<file path="src/rtl/gzmhp_pkg.sv">
// Shared constants and types for the gzip member header parser.
package gzmhp_pkg;

  // Header field values.
  localparam logic [7:0] MAGIC0         = 8'h1f;
  localparam logic [7:0] MAGIC1         = 8'h8b;
  localparam logic [7:0] METHOD_DEFLATE = 8'd8;

  // Bit positions in the FLG byte.
  localparam int FLG_FHCRC    = 1;
  localparam int FLG_FEXTRA   = 2;
  localparam int FLG_FNAME    = 3;
  localparam int FLG_FCOMMENT = 4;

  // Field lengths in bytes.
  localparam int FIXED_LEN   = 10;
  localparam int HCRC_LEN    = 2;
  localparam int TRAILER_LEN = 8;

  // Byte classification codes.
  localparam logic [1:0] KIND_HEADER  = 2'd0;
  localparam logic [1:0] KIND_PAYLOAD = 2'd1;
  localparam logic [1:0] KIND_TRAILER = 2'd2;
  localparam logic [1:0] KIND_DISCARD = 2'd3;

  // Status codes.
  localparam logic [1:0] STAT_RUN       = 2'd0;
  localparam logic [1:0] STAT_REJECT    = 2'd1;
  localparam logic [1:0] STAT_END_OPEN  = 2'd2;
  localparam logic [1:0] STAT_END_CLEAN = 2'd3;

  // Result queue geometry.
  localparam int QDEPTH = 4;
  localparam int QAW    = $clog2(QDEPTH);
  localparam int QCW    = $clog2(QDEPTH + 1);

  // One classified byte.
  typedef struct packed {
    logic [7:0] data;
    logic [1:0] kind;
    logic       plain;
    logic       done;
    logic [7:0] flags;
    logic [1:0] status;
    logic       last;
  } gzmhp_res_t;

  // Results of one accepted input byte, handed to the result queue.
  typedef struct packed {
    logic [1:0] n;
    gzmhp_res_t r0;
    gzmhp_res_t r1;
  } gzmhp_push_t;

endpackage

</file>
<file path="src/rtl/gzip_member_header_parser.sv">
// Top level of the gzip member header parser: stream ports, parser core and result queue.
// Timing: each result is registered in the result queue and presented from there; the first
// byte of the file is held and enters the queue together with the second byte.
// Throughput: one input byte per cycle while the queue has room; the first two bytes give
// two results in one transaction, which the four-entry result queue absorbs.
// Reset: synchronous, active low; the parser returns to awaiting the first byte, queue empty.
module gzip_member_header_parser
  import gzmhp_pkg::*;
(
  input  logic        clk,
  input  logic        rst_n,
  input  logic        in_tvalid,
  output logic        in_tready,
  input  logic [7:0]  in_tdata,   // data_byte
  input  logic        in_tuser,   // member_end
  input  logic        in_tlast,   // end_of_input
  output logic        out_tvalid,
  input  logic        out_tready,
  output logic [23:0] out_tdata,  // data_out[7:0], member_flags[15:8], status[17:16], zeros
  output logic [3:0]  out_tuser,  // byte_kind[1:0], is_plain[2], header_done[3]
  output logic        out_tlast   // last_of_run
);

  logic        acc;
  logic        room;
  gzmhp_push_t push;
  gzmhp_res_t  head;

  // Input is taken whenever the queue can hold the largest burst of one transaction, so the
  // parser keeps going while earlier results still wait on the output side.
  assign in_tready = room;
  assign acc       = in_tvalid && in_tready;

  // The core classifies each accepted byte in the same cycle and updates its state.
  gzmhp_core u_core (
    .clk     (clk),
    .rst_n   (rst_n),
    .acc     (acc),
    .in_byte (in_tdata),
    .mend    (in_tuser),
    .eoi     (in_tlast),
    .push    (push)
  );

  // The queue registers every result and presents them in order.
  gzmhp_outq u_outq (
    .clk        (clk),
    .rst_n      (rst_n),
    .push       (push),
    .pop        (out_tready),
    .head       (head),
    .head_valid (out_tvalid),
    .room       (room)
  );

  // Pack the head result onto the output stream.
  assign out_tdata = {6'b0, head.status, head.flags, head.data};
  assign out_tuser = {head.done, head.plain, head.kind};
  assign out_tlast = head.last;

endmodule

</file>
<file path="src/rtl/gzmhp_core.sv">
// Mode detection and header parsing state, classifying each accepted byte (the first is held until the second).
module gzmhp_core
  import gzmhp_pkg::*;
(
  input  logic        clk,
  input  logic        rst_n,
  input  logic        acc,
  input  logic [7:0]  in_byte,
  input  logic        mend,
  input  logic        eoi,
  output gzmhp_push_t push
);

  typedef enum logic [3:0] {
    MODE_FIRST  = 4'b0001,
    MODE_SECOND = 4'b0010,
    MODE_GZIP   = 4'b0100,
    MODE_PLAIN  = 4'b1000
  } mode_t;

  typedef enum logic [8:0] {
    PH_FIXED   = 9'b000000001,
    PH_XLEN0   = 9'b000000010,
    PH_XLEN1   = 9'b000000100,
    PH_EXTRA   = 9'b000001000,
    PH_NAME    = 9'b000010000,
    PH_COMMENT = 9'b000100000,
    PH_HCRC    = 9'b001000000,
    PH_PAYLOAD = 9'b010000000,
    PH_TRAILER = 9'b100000000
  } phase_t;

  typedef struct packed {
    mode_t       mode;
    logic [7:0]  held;
    phase_t      phase;
    logic [15:0] cnt;
    logic [7:0]  flags;
    logic [7:0]  xlo;
    logic        hvalid;
    logic        stopped;
  } st_t;

  typedef struct packed {
    st_t        s;
    logic [1:0] kind;
    logic       done;
  } step_t;

  st_t st_r, st_nxt;

  // Next optional field after the one of rank lvl (0 fixed, 1 extra, 2 name, 3 comment, 4 crc).
  function automatic phase_t phase_after(logic [2:0] lvl, logic [7:0] f);
    phase_t p;
    if (lvl == 3'd0 && f[FLG_FEXTRA]) p = PH_XLEN0;
    else if (lvl <= 3'd1 && f[FLG_FNAME]) p = PH_NAME;
    else if (lvl <= 3'd2 && f[FLG_FCOMMENT]) p = PH_COMMENT;
    else if (lvl <= 3'd3 && f[FLG_FHCRC]) p = PH_HCRC;
    else p = PH_PAYLOAD;
    return p;
  endfunction

  function automatic step_t advance(step_t o, logic [2:0] lvl);
    step_t r;
    r         = o;
    r.s.phase = phase_after(lvl, o.s.flags);
    r.s.cnt   = '0;
    r.done    = (r.s.phase == PH_PAYLOAD);
    return r;
  endfunction

  function automatic logic [1:0] status_of(st_t s);
    logic [1:0] st;
    if (!s.stopped) st = STAT_RUN;
    else if (s.mode != MODE_GZIP) st = STAT_END_CLEAN;
    else if (!s.hvalid) st = STAT_REJECT;
    else if (s.phase == PH_PAYLOAD || (s.phase == PH_FIXED && s.cnt == 16'd0))
      st = STAT_END_CLEAN;
    else st = STAT_END_OPEN;
    return st;
  endfunction

  function automatic gzmhp_res_t make_res(st_t s, logic [7:0] b, logic [1:0] kind,
                                          logic done);
    gzmhp_res_t r;
    r.data   = b;
    r.kind   = kind;
    r.plain  = (s.mode == MODE_PLAIN);
    r.done   = done;
    r.flags  = s.flags;
    r.status = status_of(s);
    r.last   = 1'b0;
    return r;
  endfunction

  // One byte through the gzip header/payload/trailer parser.
  function automatic step_t gz_step(st_t s, logic [7:0] b, logic me, logic eo);
    step_t       o;
    logic [15:0] inc;
    logic [15:0] dec;
    logic [15:0] len;
    o      = '0;
    o.s    = s;
    o.kind = KIND_HEADER;
    o.done = 1'b0;
    inc    = s.cnt + 16'd1;
    dec    = s.cnt - 16'd1;
    len    = {b, s.xlo};
    if (s.stopped) begin
      o.kind = KIND_DISCARD;
    end else begin
      unique case (s.phase)
        PH_FIXED: begin
          if ((s.cnt == 16'd0 && b != MAGIC0) ||
              (s.cnt == 16'd1 && b != MAGIC1) ||
              (s.cnt == 16'd2 && b != METHOD_DEFLATE))
            o.s.hvalid = 1'b0;
          if (s.cnt == 16'd3) o.s.flags = b;
          o.s.cnt = inc;
          if (inc >= 16'(FIXED_LEN)) begin
            if (!o.s.hvalid) o.s.stopped = 1'b1;
            else o = advance(o, 3'd0);
          end
        end
        PH_XLEN0: begin
          o.s.xlo   = b;
          o.s.phase = PH_XLEN1;
        end
        PH_XLEN1: begin
          o.s.cnt = len;
          if (len == 16'd0) o = advance(o, 3'd1);
          else o.s.phase = PH_EXTRA;
        end
        PH_EXTRA: begin
          o.s.cnt = dec;
          if (dec == 16'd0) o = advance(o, 3'd1);
        end
        PH_NAME: begin
          if (b == 8'd0) o = advance(o, 3'd2);
        end
        PH_COMMENT: begin
          if (b == 8'd0) o = advance(o, 3'd3);
        end
        PH_HCRC: begin
          o.s.cnt = inc;
          if (inc >= 16'(HCRC_LEN)) o = advance(o, 3'd4);
        end
        PH_TRAILER: begin
          o.kind  = KIND_TRAILER;
          o.s.cnt = inc;
          if (inc >= 16'(TRAILER_LEN)) begin
            o.s.phase  = PH_FIXED;
            o.s.cnt    = '0;
            o.s.hvalid = 1'b1;
          end
        end
        default: begin
          if (me) begin
            o.kind    = KIND_TRAILER;
            o.s.phase = PH_TRAILER;
            o.s.cnt   = 16'd1;
          end else begin
            o.kind = KIND_PAYLOAD;
          end
        end
      endcase
      if (eo) o.s.stopped = 1'b1;
    end
    return o;
  endfunction

  always_comb begin
    st_t   gs_in;
    step_t g;
    gs_in = st_r;
    if (st_r.mode == MODE_SECOND) begin
      // The held magic byte has already been taken as the first header byte.
      gs_in.mode = MODE_GZIP;
      gs_in.cnt  = 16'd1;
    end
    g      = gz_step(gs_in, in_byte, (st_r.mode == MODE_GZIP) && mend, eoi);
    st_nxt = st_r;
    push   = '0;
    unique case (st_r.mode)
      MODE_FIRST: begin
        if (!eoi) begin
          st_nxt.held = in_byte;
          st_nxt.mode = MODE_SECOND;
        end else begin
          st_nxt.mode    = MODE_PLAIN;
          st_nxt.stopped = 1'b1;
          push.n         = 2'd1;
          push.r0        = make_res(st_nxt, in_byte, KIND_PAYLOAD, 1'b0);
        end
      end
      MODE_SECOND: begin
        push.n = 2'd2;
        if (st_r.held == MAGIC0 && in_byte == MAGIC1) begin
          st_nxt.mode = MODE_GZIP;
          push.r0     = make_res(st_nxt, st_r.held, KIND_HEADER, 1'b0);
          st_nxt      = g.s;
          push.r1     = make_res(g.s, in_byte, g.kind, g.done);
        end else begin
          st_nxt.mode    = MODE_PLAIN;
          push.r0        = make_res(st_nxt, st_r.held, KIND_PAYLOAD, 1'b0);
          st_nxt.stopped = eoi;
          push.r1        = make_res(st_nxt, in_byte, KIND_PAYLOAD, 1'b0);
        end
      end
      MODE_GZIP: begin
        st_nxt  = g.s;
        push.n  = 2'd1;
        push.r0 = make_res(g.s, in_byte, g.kind, g.done);
      end
      default: begin
        push.n = 2'd1;
        if (st_r.stopped) begin
          push.r0 = make_res(st_r, in_byte, KIND_DISCARD, 1'b0);
        end else begin
          st_nxt.stopped = eoi;
          push.r0        = make_res(st_nxt, in_byte, KIND_PAYLOAD, 1'b0);
        end
      end
    endcase
    if (push.n == 2'd2) push.r1.last = 1'b1;
    else push.r0.last = 1'b1;
    if (!acc) push.n = 2'd0;
  end

  always_ff @(posedge clk) begin
    if (!rst_n) begin
      st_r.mode    <= MODE_FIRST;
      st_r.held    <= '0;
      st_r.phase   <= PH_FIXED;
      st_r.cnt     <= '0;
      st_r.flags   <= '0;
      st_r.xlo     <= '0;
      st_r.hvalid  <= 1'b1;
      st_r.stopped <= 1'b0;
    end else if (acc) begin
      st_r <= st_nxt;
    end
  end

  a_pair_only_sniffing: assert property (@(posedge clk) disable iff (!rst_n)
    (push.n == 2'd2) |-> (st_r.mode == MODE_SECOND))
    else $error("two results outside the sniffing pair");

  a_stop_sticks: assert property (@(posedge clk) disable iff (!rst_n)
    st_r.stopped |=> st_r.stopped)
    else $error("stopped flag cleared");

  a_gzip_sticks: assert property (@(posedge clk) disable iff (!rst_n)
    (st_r.mode == MODE_GZIP) |=> (st_r.mode == MODE_GZIP))
    else $error("left gzip mode");

  a_done_to_payload: assert property (@(posedge clk) disable iff (!rst_n)
    (push.n == 2'd1 && push.r0.done) |=> (st_r.phase == PH_PAYLOAD))
    else $error("header completed without entering payload");

endmodule

</file>
<file path="src/rtl/gzmhp_outq.sv">
// Four-entry result queue that takes up to two results per transaction.
module gzmhp_outq
  import gzmhp_pkg::*;
(
  input  logic        clk,
  input  logic        rst_n,
  input  gzmhp_push_t push,
  input  logic        pop,
  output gzmhp_res_t  head,
  output logic        head_valid,
  output logic        room
);

  gzmhp_res_t     q_r [QDEPTH];
  logic [QAW-1:0] wr_ptr_r, rd_ptr_r;
  logic [QCW-1:0] cnt_r;
  logic           pop_en;

  assign head_valid = (cnt_r != '0);
  assign pop_en     = pop && head_valid;
  assign head       = q_r[rd_ptr_r];
  // Room for the largest burst a single transaction can produce.
  assign room       = (cnt_r <= QCW'(QDEPTH - 2));

  always_ff @(posedge clk) begin
    if (push.n != 2'd0) q_r[wr_ptr_r] <= push.r0;
    if (push.n == 2'd2) q_r[wr_ptr_r + QAW'(1)] <= push.r1;
  end

  always_ff @(posedge clk) begin
    if (!rst_n) begin
      wr_ptr_r <= '0;
      rd_ptr_r <= '0;
      cnt_r    <= '0;
    end else begin
      wr_ptr_r <= wr_ptr_r + QAW'(push.n);
      rd_ptr_r <= rd_ptr_r + QAW'(pop_en);
      cnt_r    <= cnt_r + QCW'(push.n) - QCW'(pop_en);
    end
  end

  a_cnt_bound: assert property (@(posedge clk) disable iff (!rst_n)
    cnt_r <= QCW'(QDEPTH))
    else $error("queue count beyond depth");

  a_no_overflow: assert property (@(posedge clk) disable iff (!rst_n)
    (push.n != 2'd0) |-> ((QCW + 1)'(cnt_r) + (QCW + 1)'(push.n) <= (QCW + 1)'(QDEPTH)))
    else $error("queue overflow");

  a_ptr_match: assert property (@(posedge clk) disable iff (!rst_n)
    (wr_ptr_r - rd_ptr_r) == cnt_r[QAW-1:0])
    else $error("queue pointers disagree with count");

endmodule

</file>
<file path="config.mk">
export PLATFORM = sky130hd
export DESIGN_NAME = gzip_member_header_parser
export DESIGN_NICKNAME = d
export VERILOG_FILES = /design/src/rtl/gzmhp_pkg.sv /design/src/rtl/gzip_member_header_parser.sv /design/src/rtl/gzmhp_core.sv /design/src/rtl/gzmhp_outq.sv
export SDC_FILE = /design/constraint.sdc
export NUM_CORES = 1
export LEC_CHECK = 0
export ABC_AREA = 1
export BUFFER_PORTS_ARGS = -buffer_cell sky130_fd_sc_hd__buf_2
export CAP_MARGIN = 25
export CORE_MARGIN = 3
export CORE_UTILIZATION = 35
export CTS_CLUSTER_SIZE = 16
export DETAILED_ROUTE_END_ITERATION = 16
export GPL_TIMING_DRIVEN = 0
export PLACE_DENSITY = 0.53
export SYNTH_ARGS = -nofsm -noshare
export SYNTH_HDL_FRONTEND = slang
export SYNTH_SLANG_ARGS = --single-unit
</file>
<file path="constraint.sdc">
create_clock -name clk -period 7.26 [get_ports clk]
set_input_delay 0.363 -clock clk [delete_from_list [all_inputs] [get_ports clk]]
set_output_delay 0.363 -clock clk [all_outputs]
set_load 0.1 [all_outputs]
</file>
Word-level counts from Yosys, hierarchy flattened
Memories as Yosys holds them, arrays and structs flattened. A register that Yosys moved wholly into a read port is not among the register bits.
Cells that the tools add are included.
- register bits after elaboration: 62
- logic and storage cells: 181
- bits in read-only memories: 0
- input port bits: 14
- memories kept: 1
- bits in latches: 0
- memory bits (writable): 92
- memory list (memory ; depth ; width ; read ports ; clocked after Yosys merged registers in ; write ports ; RTL line ; source):
    u_outq.q_r ; 4 ; 23 ; 1 ; 1 ; 2 ; gzmhp_outq.sv:14 ; gzmhp_res_t q_r [QDEPTH];
- shifts and indexed selects: 0
- add/sub/neg operators: 7
- multiply operators: 0
- order comparisons: 4
- reductions and logical operators: 27
- div/mod/pow operators: 0
- bitwise gates (word level): 0
- equality and inequality tests: 37
- multiplexer cells: 94
- operators by type and width (kind ; number):
    2-to-1 mux 46 bit ; 5
    2-to-1 mux 9 bit ; 24
    one-hot mux 16 bit (8 select lines) ; 1
    one-hot mux 42 bit (2 select lines) ; 1
    logical NOT 16 bit ; 5
    one-hot mux 25 bit (3 select lines) ; 1
    2-to-1 mux 37 bit ; 2
    equality test 9 x 8 -> 1 bit, second input constant ; 8
    one-hot mux 9 bit (8 select lines) ; 1
    2-to-1 mux 8 bit ; 7
    one-hot mux 8 bit (7 select lines) ; 1
    2-to-1 mux 25 bit ; 2
    2-to-1 mux 50 bit ; 1
    one-hot mux 8 bit (6 select lines) ; 1
    2-to-1 mux 43 bit ; 1
    2-to-1 mux 42 bit ; 1
    one-hot mux 12 bit (3 select lines) ; 1
    equality test 16 x 2 -> 1 bit, second input constant ; 2
    greater-or-equal comparator 16 x 4 -> 1 bit, second input constant ; 2
    2-to-1 mux 2 bit ; 13
    2-to-1 mux 24 bit ; 1
    2-to-1 mux 23 bit ; 1
    2-to-1 mux 1 bit ; 19
    equality test 9 x 1 -> 1 bit, second input constant ; 2
    other kinds (44) ; 66

Logic depth before layout (Yosys ltp)
Gate-level depths: netlist of run 1.
- depth in word-level cells: 33
- mapped depth: 33
- depth with buffers taken out: 33

By module
A second synthesis of run 1 with hierarchy kept.
- cells, all modules: 1490
- area total of the unflattened synthesis: 10637.7 um^2
- by module, submodules not included (module ; times used ; area each (um^2) ; seq. area each (um^2) ; cells each):
    gzmhp_core ; 1 ; 5599.1 ; 1101.1 ; 975
    gzmhp_outq ; 1 ; 4982.3 ; 2902.8 ; 506
    gzip_member_header_parser ; 1 ; 56.3 ; 0.0 ; 9

Least setup slack after synthesis of run 1
No wires, ideal clock.
- path kind: register to register
- start: register u_outq.cnt_r[1]
- end: memory u_outq.q_r[0][0] in the netlist's numbering (enable)
- clock period less this slack: 4593 ps
- arrival time: 4158 ps
- setup time: 435 ps
- data required time: 6825 ps
- setup slack: 2667 ps
- buffers on the path: 0
- stages on the path, launching flop included: 6
- cell sequence: dfxtp_1 a21oi_1 nand2_1 inv_1 nand2_1 o21ai_0
- RTL lines (what ; RTL line ; source):
    from (decl) ; gzmhp_outq.sv:16 ; logic [QCW-1:0] cnt_r;
    from (signal assigned) ; gzmhp_outq.sv:38 ; cnt_r <= cnt_r + QCW'(push.n) - QCW'(pop_en);
    to (decl) ; gzmhp_outq.sv:14 ;

==> summary.txt, run 1 <==
Placed instance count -> 1885
Final WL -> 37600 um
Synth Area in Simple Gates -> 0.276
Die W -> 177 um
DP HPWL -> 28700 um
Initial drt markers -> 1051
Clock-pin transition on the worst setup and hold timing paths -> 0.07 ns
GPL Wtd Cong -> 0.974
Mux cell area share after synthesis -> 0
Crit-path max FO -> 9
Final Hold Vio Count -> 0
Top_reg_cell synth -> edfxtp_1
Rel. slew slack -> 0.349
Ys async rst share -> 0
NumNets Final -> 1545
Setup Buffers After CTS -> 0
Placed Area -> 11000 um^2
Area Overhead vs Synth -> 13.6%
Wirelength per Cell -> 19.6 um
Util after Layout -> 0.404
Filler cells -> 3007
Register area share after synthesis -> 0.391
Core area -> 28800 um^2
Post-CTS Hold Buffers -> 0
Largest family of logic cells by synthesized area -> simple AND/OR/NAND/NOR gates
Crit-path slowest cell -> dfxtp_1
Antenna violations before repair -> 0
Max incr delay on CP -> 0.43 ns
Cell area after synthesis -> 10200 um^2
Period utilisation layout -> 0.608
Num rows -> 62
# resized after CTS -> 0
Post-synthesis xor/xnor area fraction -> 0.00672
Total GRT Usage -> 0.239
Die area -> 31400 um^2
CTS Root Buffer Type -> clkbuf_16
Vias in the first global route -> 9788
Num ports -> 45
Storage cell area -> 4000 um^2
Final min period -> 4.41 ns
Port bufs -> 38
CP startpoint kind -> register
Worst setup path class -> reg2reg
Worst skew pair latency -> 0.44 ns
Area of the multi-input gates -> 5250 um^2
Largest net degree at the start of global routing -> 24
R2R Path Start -> u_core.st_r[51]
Final cell count without fillers -> 1917
Critical Path AT -> 4.60 ns
H-tree levels -> 4
#FFs+latches synth -> 154
CTS Sinks -> 154
Register-to-Register Path Depth -> 28
Cell mode on critical path -> nand2_1
Syn Area/Cell -> 7.04 um^2
Skew final -> 0.0174 ns
Worst Max-Slew Pin Slew -> 0.967 ns
Die boundary height -> 177 um
Synth Area in Compound Gates -> 0.210
Maxcap violations -> 0
Grt total ovfl -> 0
CTS tree -> yes
Reg2reg end -> u_outq.q_r[3][1]
Num CTS Buffers -> 17
Finished Cell Area -> 11600 um^2
CTS Buffer Depth -> 2
# DRC -> 0
Initial Util -> 0.356
DR pass1 iterations -> 8
Leak -> 4.93 nW
EDFF count, synth -> 92
Post-Synth Adder-Cell Area -> 0.0142
RSZ-0062 raised after global routing -> false
Setup slack, reg-to-reg -> 2.85 ns
Final setup fails -> 0
Count of different cell masters after synthesis -> 53
Worst VDD drop -> 0.169 mV
Min-Delay Path Class -> in2reg
Slew Limit Fails -> 0
Pwr Total -> 0.00354 W
Layout cells sized above 1 -> 0.0913
Max Clock Freq -> 227 MHz
First-pass GRT wire length -> 57000 um
Power Dens Cells -> 304 nW/um^2
Antenna cell count -> 0
Critical Path Start -> u_core.st_r[51]
Outcome -> completed
Synthesized instance count -> 1456
Synth warn -> 0
Post-DRT Antenna Nets -> 0
Vias per cell -> 5.43
Setup TNS -> 0 ns
Worst path required time -> 7.45 ns
Via Count -> 10400
Crit. End Element -> register
CP Capture Point -> u_outq.q_r[3][1]
-- metal layers --
metal  part of all wire  vias up  global-route usage
met4              0.030        0              0.0845
met3              0.069       73              0.0373
met5                  0        -                   0
li1                   -     5076                   -
met2               0.47      423               0.403
met1               0.43     4834               0.310
-- logic make-up (layout without fill, tap and decap cells) --
family,Yosys count,in the layout
flip-flops,154,154
other,1,6
adder cells (fa/ha/maj),11,11
XOR/XNOR,7,7
buffers and inverters,261,333
AND/OR/NAND/NOR,643,643
AO/OA/AOI/OAI,379,379
-- power by group --
group          switching [W]  internal [W]  total, W
combinational        0.00120      0.000265   0.00147
clock               0.000425      0.000559  0.000985
sequential         0.0000403       0.00105   0.00109
total                0.00167       0.00187   0.00354
-- critical path: cells and delay by family (launching register included) --
family | cells | cell delay (ns)
adder cells (fa/ha/maj) | 1 | 0.32
buffers and inverters | 2 | 0.28
flip-flops | 1 | 0.43
AND/OR/NAND/NOR | 25 | 3.12
-- state kept, by name, summed over array words and instances, names as in the netlist --
register         cells
u_outq.q_r          92
u_core.st_r         55
u_outq.cnt_r         3
u_outq.rd_ptr_r      2
u_outq.wr_ptr_r      2
-- cells in the final DEF, fill, tap and decap left out, types with 7 or more instances in the layout --
master | synthesis | final
nor3_1 | 16 | 16
nand2_1 | 321 | 321
inv_1 | 180 | 180
dfxtp_1 | 62 | 62
o21ai_0 | 208 | 204
ha_1 | 10 | 10
clkbuf_16 | 0 | 17
o211ai_1 | 27 | 27
nand3b_1 | 7 | 7
o2111ai_1 | 9 | 9
nor2_2 | 10 | 10
o21ai_2 | 5 | 7
nand3_1 | 82 | 82
a211oi_1 | 8 | 8
nor2_1 | 145 | 145
a22oi_1 | 10 | 10
clkbuf_1 | 49 | 50
edfxtp_1 | 92 | 92
buf_2 | 6 | 44
a21oi_1 | 49 | 49
buf_4 | 7 | 7
nand2_2 | 9 | 9
nand4_1 | 33 | 33
o22ai_1 | 44 | 44
-- synth_stat cells (5+ instances only) --
cell type,number,area share
a211oi_1,8,0.0059
a21oi_1,49,0.024
a22oi_1,10,0.0073
buf_2,6,0.0029
buf_4,7,0.0051
clkbuf_1,49,0.018
clkinv_1,6,0.0022
dfxtp_1,62,0.12
edfxtp_1,92,0.27
ha_1,10,0.012
inv_1,180,0.066
inv_2,6,0.0022
nand2_1,321,0.12
nand2_2,9,0.0055
nand3_1,82,0.040
nand3_2,6,0.0059
nand3b_1,7,0.0051
nand4_1,33,0.020
nor2_1,145,0.053
nor2_2,10,0.0061
nor3_1,16,0.0078
o2111ai_1,9,0.0077
o211ai_1,27,0.020
o21ai_0,208,0.10
o21ai_1,6,0.0029
o21ai_2,5,0.0043
o22ai_1,44,0.027
-- stage by stage --
step / setup WS [ns] / hold slack, ns
floorplan: 2.67 / 0.471
global placement: 2.61 / 0.485
detailed placement: 3.00 / 0.489
CTS: 2.97 / 0.293
global route: 2.53 / 0.290
finish: 2.85 / 0.311
-- how the worst min path moves through the flow --
stage                               from         endpoint  slack (ns)  depth (start not counted)
after floorplan           u_core.st_r[5]   u_core.st_r[5]        0.47                          2
after global placement    u_core.st_r[5]   u_core.st_r[5]        0.48                          2
after detailed placement  u_core.st_r[5]   u_core.st_r[5]        0.49                          2
after CTS                       in_tlast  u_core.st_r[54]        0.29                          3
after global routing            in_tlast  u_core.st_r[54]        0.29                          3
final                           in_tlast  u_core.st_r[54]        0.31                          3
-- layout make-up --
cell class,count,share of cell area
repair buffers,40,0.0200
inverters,192,0.0619
multi-input cells,1046,0.451
flip-flops and latches,154,0.344
plain buffers,69,0.0280
clock inverters,14,0.0170
well taps,384,0.0413
clock buffers,18,0.0369
(Power assumes the default switching activity.)
==> run 2: changes to the inputs <==
PLACE_DENSITY = 0.55   (was 0.53)
clock period = 4.03 ns   (was 7.26 ns; I/O delays follow)
==> run 2 against run 1 <==
Against the previous run:
- final area grew 1.2%
- sequential share of layout area shrank 0.38 points
- clock-buffer cell count shrank 1
- worst setup slack lost 2.6 ns
- combinational power grew 80%
- largest power group unchanged
- critical path type unchanged
- sequential cell count is the same
- clock skew shrank 0.0055 ns
- global-route usage grew 0.14 points
- cell count grew 0.26%
- via count grew 0.17%
==> summary.txt, run 2 (synthesized netlist as in run 1, its figures left out) <==
Register-to-Register Path Depth -> 25 (-11%)
GPL Wtd Cong -> 0.963 (-1.1%)
Critical Path AT -> 3.99 ns (-0.61 ns)
Place WS -> -0.171 ns (-3.17 ns)
Worst VDD drop -> 0.262 mV (+55%)
Commonest cells after routing, fill and taps aside -> 317 x nand2_1, 204 x o21ai_0, 176 x inv_1
Worst path required time -> 4.22 ns (-3.23 ns)
Final WL -> 37400 um (-0.72%)
Largest register FFs -> 92 (unchanged)
Slew Limit Fails -> 0 (unchanged)
Post-DRT Antenna Nets -> 0 (unchanged)
DP HPWL -> 28600 um (-0.18%)
Setup slack, reg-to-reg -> 0.23 ns (-2.62 ns)
Biggest regs -> u_outq.q_r: 92 flops, u_core.st_r: 55 flops, u_outq.cnt_r: 3 flops
Antenna violations before repair -> 0 (unchanged)
Vias in the first global route -> 9839 (+0.52%)
Num CTS Buffers -> 17 (unchanged)
Crit-path max FO -> 7 (-2)
# DRC -> 0 (unchanged)
Period utilisation layout -> 0.943 (+0.335)
Final min period -> 3.80 ns (-0.615 ns)
Final setup fails -> 0 (unchanged)
Filler cells -> 3036 (+0.96%)
Hold path depth -> 3 (unchanged)
Core area -> 28800 um^2 (unchanged)
NumNets Final -> 1550 (+0.32%)
Worst Max-Slew Pin Slew -> 0.919 ns (-0.0484 ns)
Num rows -> 62 (unchanged)
Crit. End Element -> register
Vias per cell -> 5.42 (about the same)
Port bufs -> 38 (unchanged)
First-pass GRT wire length -> 57400 um (+0.80%)
Initial Util -> 0.356 (unchanged)
Antenna cell count -> 0 (unchanged)
Outcome -> completed
Clock-pin transition on the worst setup and hold timing paths -> 0.08 ns (about the same)
Min-delay src -> in_tlast
Placed instance count -> 1885 (unchanged)
CTS Buffer Depth -> 2 (unchanged)
Hold path endpoint -> u_core.st_r[54]
Wirelength per Cell -> 19.4 um (-0.98%)
Skew final -> 0.0119 ns (-0.00549 ns)
Worst setup path class -> reg2reg
Worst skew pair latency -> 0.44 ns (about the same)
Rel. slew slack -> 0.385 (+0.0359)
Initial drt markers -> 1183 (+13%)
Total GRT Usage -> 0.240 (+0.00143)
Post-route setup slack -> 0.230 ns (-2.62 ns)
Die area -> 31400 um^2 (unchanged)
CTS Sinks -> 154 (unchanged)
Maxcap violations -> 0 (unchanged)
Via Count -> 10400 (+0.17%)
Area Overhead vs Synth -> 14.9%
Largest net degree at the start of global routing -> 24 (unchanged)
Leak -> 4.93 nW (about the same)
Most common cell after layout, fill and taps aside -> nand2_1
Setup TNS -> 0 ns (unchanged)
Grt total ovfl -> 0 (unchanged)
Num ports -> 45 (unchanged)
Final cell count without fillers -> 1922 (+0.26%)
Hold_ws -> 0.168 ns (-0.143 ns)
Max Clock Freq -> 263 MHz (+16%)
DR pass1 iterations -> 7 (-1)
H-tree levels -> 4 (unchanged)
Layout cells sized above 1 -> 0.109 (+0.0173)
Pwr Total -> 0.00628 W (+77%)
CTS Root Buffer Type -> clkbuf_16
Power Dens Cells -> 533 nW/um^2 (+75%)
Final Hold Vio Count -> 0 (unchanged)
Top reg by flops -> u_outq.q_r
Die boundary height -> 177 um (unchanged)
Reg2reg end -> u_outq.q_r[1][1]
Die W -> 177 um (unchanged)
CP startpoint kind -> register
Min-Delay Path Class -> in2reg
CTS tree -> yes
R2R Path Start -> u_core.st_r[53]
run 2: worst max-delay path by stage:
stage               startpoint                 to  cells past startpoint
6_report       u_core.st_r[53]   u_outq.q_r[1][1]                     25
5_1_grt        u_core.st_r[52]   u_outq.q_r[1][1]                     29
4_1_cts        u_core.st_r[51]   u_outq.q_r[1][1]                     28
3_5_place_dp   u_core.st_r[54]   u_outq.q_r[1][1]                     28
3_3_place_gp   u_core.st_r[52]  u_outq.q_r[3][10]                     11
2_1_floorplan  u_outq.cnt_r[0]   u_outq.q_r[3][0]                      8
run 2: power breakdown:
group	total (W)	internal, W	switching (W)
combinational	0.00264	0.000480	0.00216
clock	0.00167	0.000886	0.000783
sequential	0.00197	0.00189	0.0000759
run 2: layout make-up:
cell class                      count  area, um^2  area share
Multi-Input combinational cell   1046        5380       0.457
Inverter                          192         724      0.0615
Timing Repair Buffer               45         258      0.0219
Sequential cell                   154        4010       0.340
Clock inverter                     15         174      0.0148
Clock buffer                       17         425      0.0361
Buffer                             69         328      0.0278
Tap cell                          384         480      0.0408
run 2: routing by layer:
layer / wire, um / global-route usage / vias to the layer above / part of all wire
met5: 0 / 0 / - / 0
met4: 970 / 0.0818 / 0 / 0.026
met3: 2320 / 0.0283 / 57 / 0.062
met2: 17900 / 0.405 / 397 / 0.48
met1: 16100 / 0.319 / 4884 / 0.43
li1: - / - / 5086 / -
run 2: repair_timing:
item,4_1_cts,5_1_grt
hold buffers,0,0
gates resized for setup,7,25
pin swaps,1,4
setup endpoints to repair,4,8
buffers inserted,1,4
run 2: worst max-delay path, cell delays in order, from the launching register on:
cell and delay (ns):
dfxtp_1 0.41, nor2_4 0.09, nand2_4 0.13, clkinvlp_4 0.13, nor2_4 0.19, ha_4 0.19
nand4_4 0.16, nor2_4 0.19, nand4_1 0.12, nand2_1 0.11, nand3_2 0.08, nor2_4 0.22
nand4_1 0.26, buf_4 0.23, nand4_1 0.12, nand2_1 0.11, nand2_1 0.08, nor2_1 0.04
nand3_1 0.07, nand2_1 0.05, nand2_1 0.13, nand2_1 0.09, nand3_1 0.08, nand3_2 0.11
nand2_1 0.08, nand2_1 0.07
run 2: metrics by stage:
stage / util / instance area [um^2]
after floorplan: - / 10300
after global placement: 0.380 / 10900
after detailed placement: 0.382 / 11000
after CTS: 0.404 / 11600
after global routing: 0.409 / 11800
final: 0.409 / 11800
==> run 3: changes to the inputs <==
SYNTH_HIERARCHICAL = 1   (was unset)
==> run 3 against run 2 <==
Against the previous run:
- sequential share of layout area decreased by 2.0 points
- worst setup slack worse by 0.044 ns
- global-route usage is 0.61 points lower
- highest routed layer unchanged
- hold slack got worse by 0.087 ns
- die area up 3.7%
- core utilization is 1.2 points higher
- cell count up 3.5%
- critical path depth rose by 6
- total power up 0.36%
- via count is 4.4% higher
- final area increased by 6.5%
- register-to-register slack worse by 0.04 ns
==> summary.txt, run 3 <==
Outcome -> completed
Post-CTS Hold Buffers -> 0 (unchanged)
Num rows -> 63 (+1.6%)
Synth warn -> 6 (+6)
Final cell count without fillers -> 1989 (+3.5%)
CP Capture Point -> u_outq/q_r[2][1]
Rel. slew slack -> 0.292 (-0.0934)
Maxcap violations -> 0 (unchanged)
Largest net degree at the start of global routing -> 18 (-25%)
Crit-path slowest cell -> dfxtp_2
Ys async rst share -> 0 (unchanged)
Final setup fails -> 0 (unchanged)
Count of different cell masters after synthesis -> 54 (+1.9%)
Slew Limit Fails -> 0 (unchanged)
Min-Delay Path Class -> in2reg
Worst path required time -> 4.21 ns (about the same)
Final min period -> 3.84 ns (+0.0438 ns)
Setup slack, reg-to-reg -> 0.19 ns (-0.04 ns)
Crit-path max FO -> 5 (-2)
Wirelength per Cell -> 19.9 um (+2.3%)
Register-to-Register Path Depth -> 31 (+24%)
Register area share after synthesis -> 0.376 (-0.0144)
Port bufs -> 38 (unchanged)
Die area -> 32500 um^2 (+3.7%)
# DRC -> 0 (unchanged)
Util after Layout -> 0.421 (+0.0118)
Post-DRT Antenna Nets -> 0 (unchanged)
Synth area leader -> edfxtp_1
Period utilisation layout -> 0.954 (+0.0109)
Commonest cells after routing, fill and taps aside -> 314 x nand2_1, 180 x inv_1, 154 x o21ai_0
Critical Path Start -> u_core/st_r[51]
Initial Util -> 0.357 (+0.00100)
Antenna violations before repair -> 0 (unchanged)
Vias in the first global route -> 10300 (+4.8%)
EDFF count, synth -> 92 (unchanged)
Clock-pin transition on the worst setup and hold timing paths -> 0.07 ns (about the same)
Layout cells sized above 1 -> 0.176 (+0.0678)
H-tree levels -> 4 (unchanged)
Worst skew pair latency -> 0.43 ns (about the same)
CTS Root Buffer Type -> clkbuf_16
Num CTS Buffers -> 17 (unchanged)
CP startpoint kind -> register
Worst VDD drop -> 0.256 mV (-2.2%)
Leak -> 5.26 nW (+6.7%)
Top-count cell post-synth -> nand2_1
Final WL -> 39600 um (+5.9%)
Reg2reg end -> u_outq/q_r[2][1]
Largest cells by area after synthesis -> edfxtp_1 26%, dfxtp_1 12%, nand2_1 12%
Grt total ovfl -> 0 (unchanged)
Most common cell after layout, fill and taps aside -> nand2_1
CTS Buffer Depth -> 2 (unchanged)
Largest register FFs -> 92 (unchanged)
Skew final -> 0.0158 ns (+0.00395 ns)
Synthesized instance count -> 1490 (+2.3%)
Cell area after synthesis -> 10600 um^2 (+3.8%)
Die W -> 180 um (+1.8%)
Crit. End Element -> register
DP HPWL -> 29700 um (+3.8%)
Vias per cell -> 5.47 (+0.90%)
Initial drt markers -> 1014 (-14%)
Antenna cell count -> 0 (unchanged)
Via Count -> 10900 (+4.4%)
Place WS -> -0.596 ns (-0.425 ns)
#FFs+latches synth -> 154 (unchanged)
CTS Sinks -> 154 (unchanged)
Top_reg_cell synth -> edfxtp_1
R2R Path Start -> u_core/st_r[51]
Worst setup path class -> reg2reg
CTS tree -> yes
Max incr delay on CP -> 0.37 ns (-0.04 ns)
Cell mode on critical path -> nand2_1
Hold_ws -> 0.0814 ns (-0.0866 ns)
Commonest cells post-synth -> 330 x nand2_1, 183 x inv_1, 155 x o21ai_0, 140 x nor2_1, 92 x edfxtp_1
DR pass1 iterations -> 6 (-1)
First-pass GRT wire length -> 59700 um (+4.0%)
GPL Wtd Cong -> 0.959 (-0.37%)
Filler cells -> 3154 (+3.9%)
Final Hold Vio Count -> 0 (unchanged)
Worst Max-Slew Pin Slew -> 1.05 ns (+0.135 ns)
Placed instance count -> 1927 (+2.2%)
Max Clock Freq -> 260 MHz (-1.1%)
Critical Path AT -> 4.03 ns (+0.04 ns)
Post-route setup slack -> 0.186 ns (-0.0438 ns)
Total GRT Usage -> 0.234 (-0.00609)
Biggest regs -> u_outq/q_r: 92 flops, u_core/st_r: 55 flops, u_outq/cnt_r: 3 flops
Syn Area/Cell -> 7.14 um^2 (+1.5%)
Power Dens Cells -> 503 nW/um^2 (-5.8%)
NumNets Final -> 1609 (+3.8%)
Top reg by flops -> u_outq/q_r
Die boundary height -> 180 um (+1.8%)
Core area -> 29800 um^2 (+3.5%)
Setup TNS -> 0 ns (unchanged)
Area Overhead vs Synth -> 17.9%
Num ports -> 45 (unchanged)
Top cell type's share of synthesized area -> 0.260 (-0.00993)
## run 3: final cells by class
cell class / count / area, um^2 / area share
Multi-Input combinational cell: 1071 / 5720 / 0.456
Timing Repair Buffer: 72 / 492 / 0.0392
Clock inverter: 15 / 184 / 0.0147
Inverter: 198 / 758 / 0.0605
Buffer: 72 / 463 / 0.0369
Clock buffer: 17 / 425 / 0.0339
Sequential cell: 154 / 4010 / 0.320
Tap cell: 390 / 488 / 0.0389
## run 3: how the worst min path moves through the flow
stage                         start         endpoint  slack, ns  cells past startpoint
detailed placement  u_core/st_r[48]  u_core/st_r[48]       0.46                      2
floorplan                     rst_n  u_outq/cnt_r[0]       0.29                      2
global placement    u_core/st_r[48]  u_core/st_r[48]       0.46                      2
finish                  in_tdata[4]  u_core/st_r[47]       0.08                      3
CTS                     in_tdata[4]  u_core/st_r[47]       0.06                      3
global route            in_tdata[4]  u_core/st_r[47]        0.1                      3
## run 3: stage by stage
| stage | instance area (um^2) | power [W] |
|---|---|---|
| final | 12500 | 0.00630 |
| after floorplan | 10700 | 0.00397 |
| after global placement | 11400 | 0.00452 |
| after global routing | 12500 | 0.00659 |
| after detailed placement | 11500 | 0.00458 |
| after CTS | 12300 | 0.00628 |
## run 3: power by group
group / total (W) / switching (W) / internal, W
clock: 0.00167 / 0.000781 / 0.000890
combinational: 0.00266 / 0.00212 / 0.000540
sequential: 0.00197 / 0.0000797 / 0.00189
## run 3: timing repair
item                       4_1_cts  5_1_grt
gates resized for setup         27       39
setup buffers                   14       16
setup endpoints to repair        8       54
pin swaps                       12       33
## run 3: critical path: cells and delay by family (launching register included)
kind | cells | cell delay [ns]
compound gates | 2 | 0.12
buf+inv | 6 | 0.77
flops | 1 | 0.37
fa+ha+maj | 1 | 0.19
simple gates | 22 | 2.13
## run 3: kinds of logic after synthesis
| group | after synthesis | share of synthesized area |
|---|---|---|
| AOI/OAI and AO/OA | 388 | 0.214 |
| xor gates and xnor gates | 2 | 0.00165 |
| adders and majority gates | 9 | 0.0113 |
| buffers and inverters | 270 | 0.113 |
| DFF | 154 | 0.376 |
| other | 1 | 0.000353 |
| and+or+nand+nor | 666 | 0.283 |
## run 3: routing by layer
| layer | global-route usage | up-vias | part of all wire |
|---|---|---|---|
| met3 | 0.0404 | 111 | 0.063 |
| met5 | 0 | - | 0 |
| met2 | 0.392 | 416 | 0.47 |
| met1 | 0.290 | 5099 | 0.42 |
| li1 | - | 5259 | - |
| met4 | 0.119 | 0 | 0.049 |
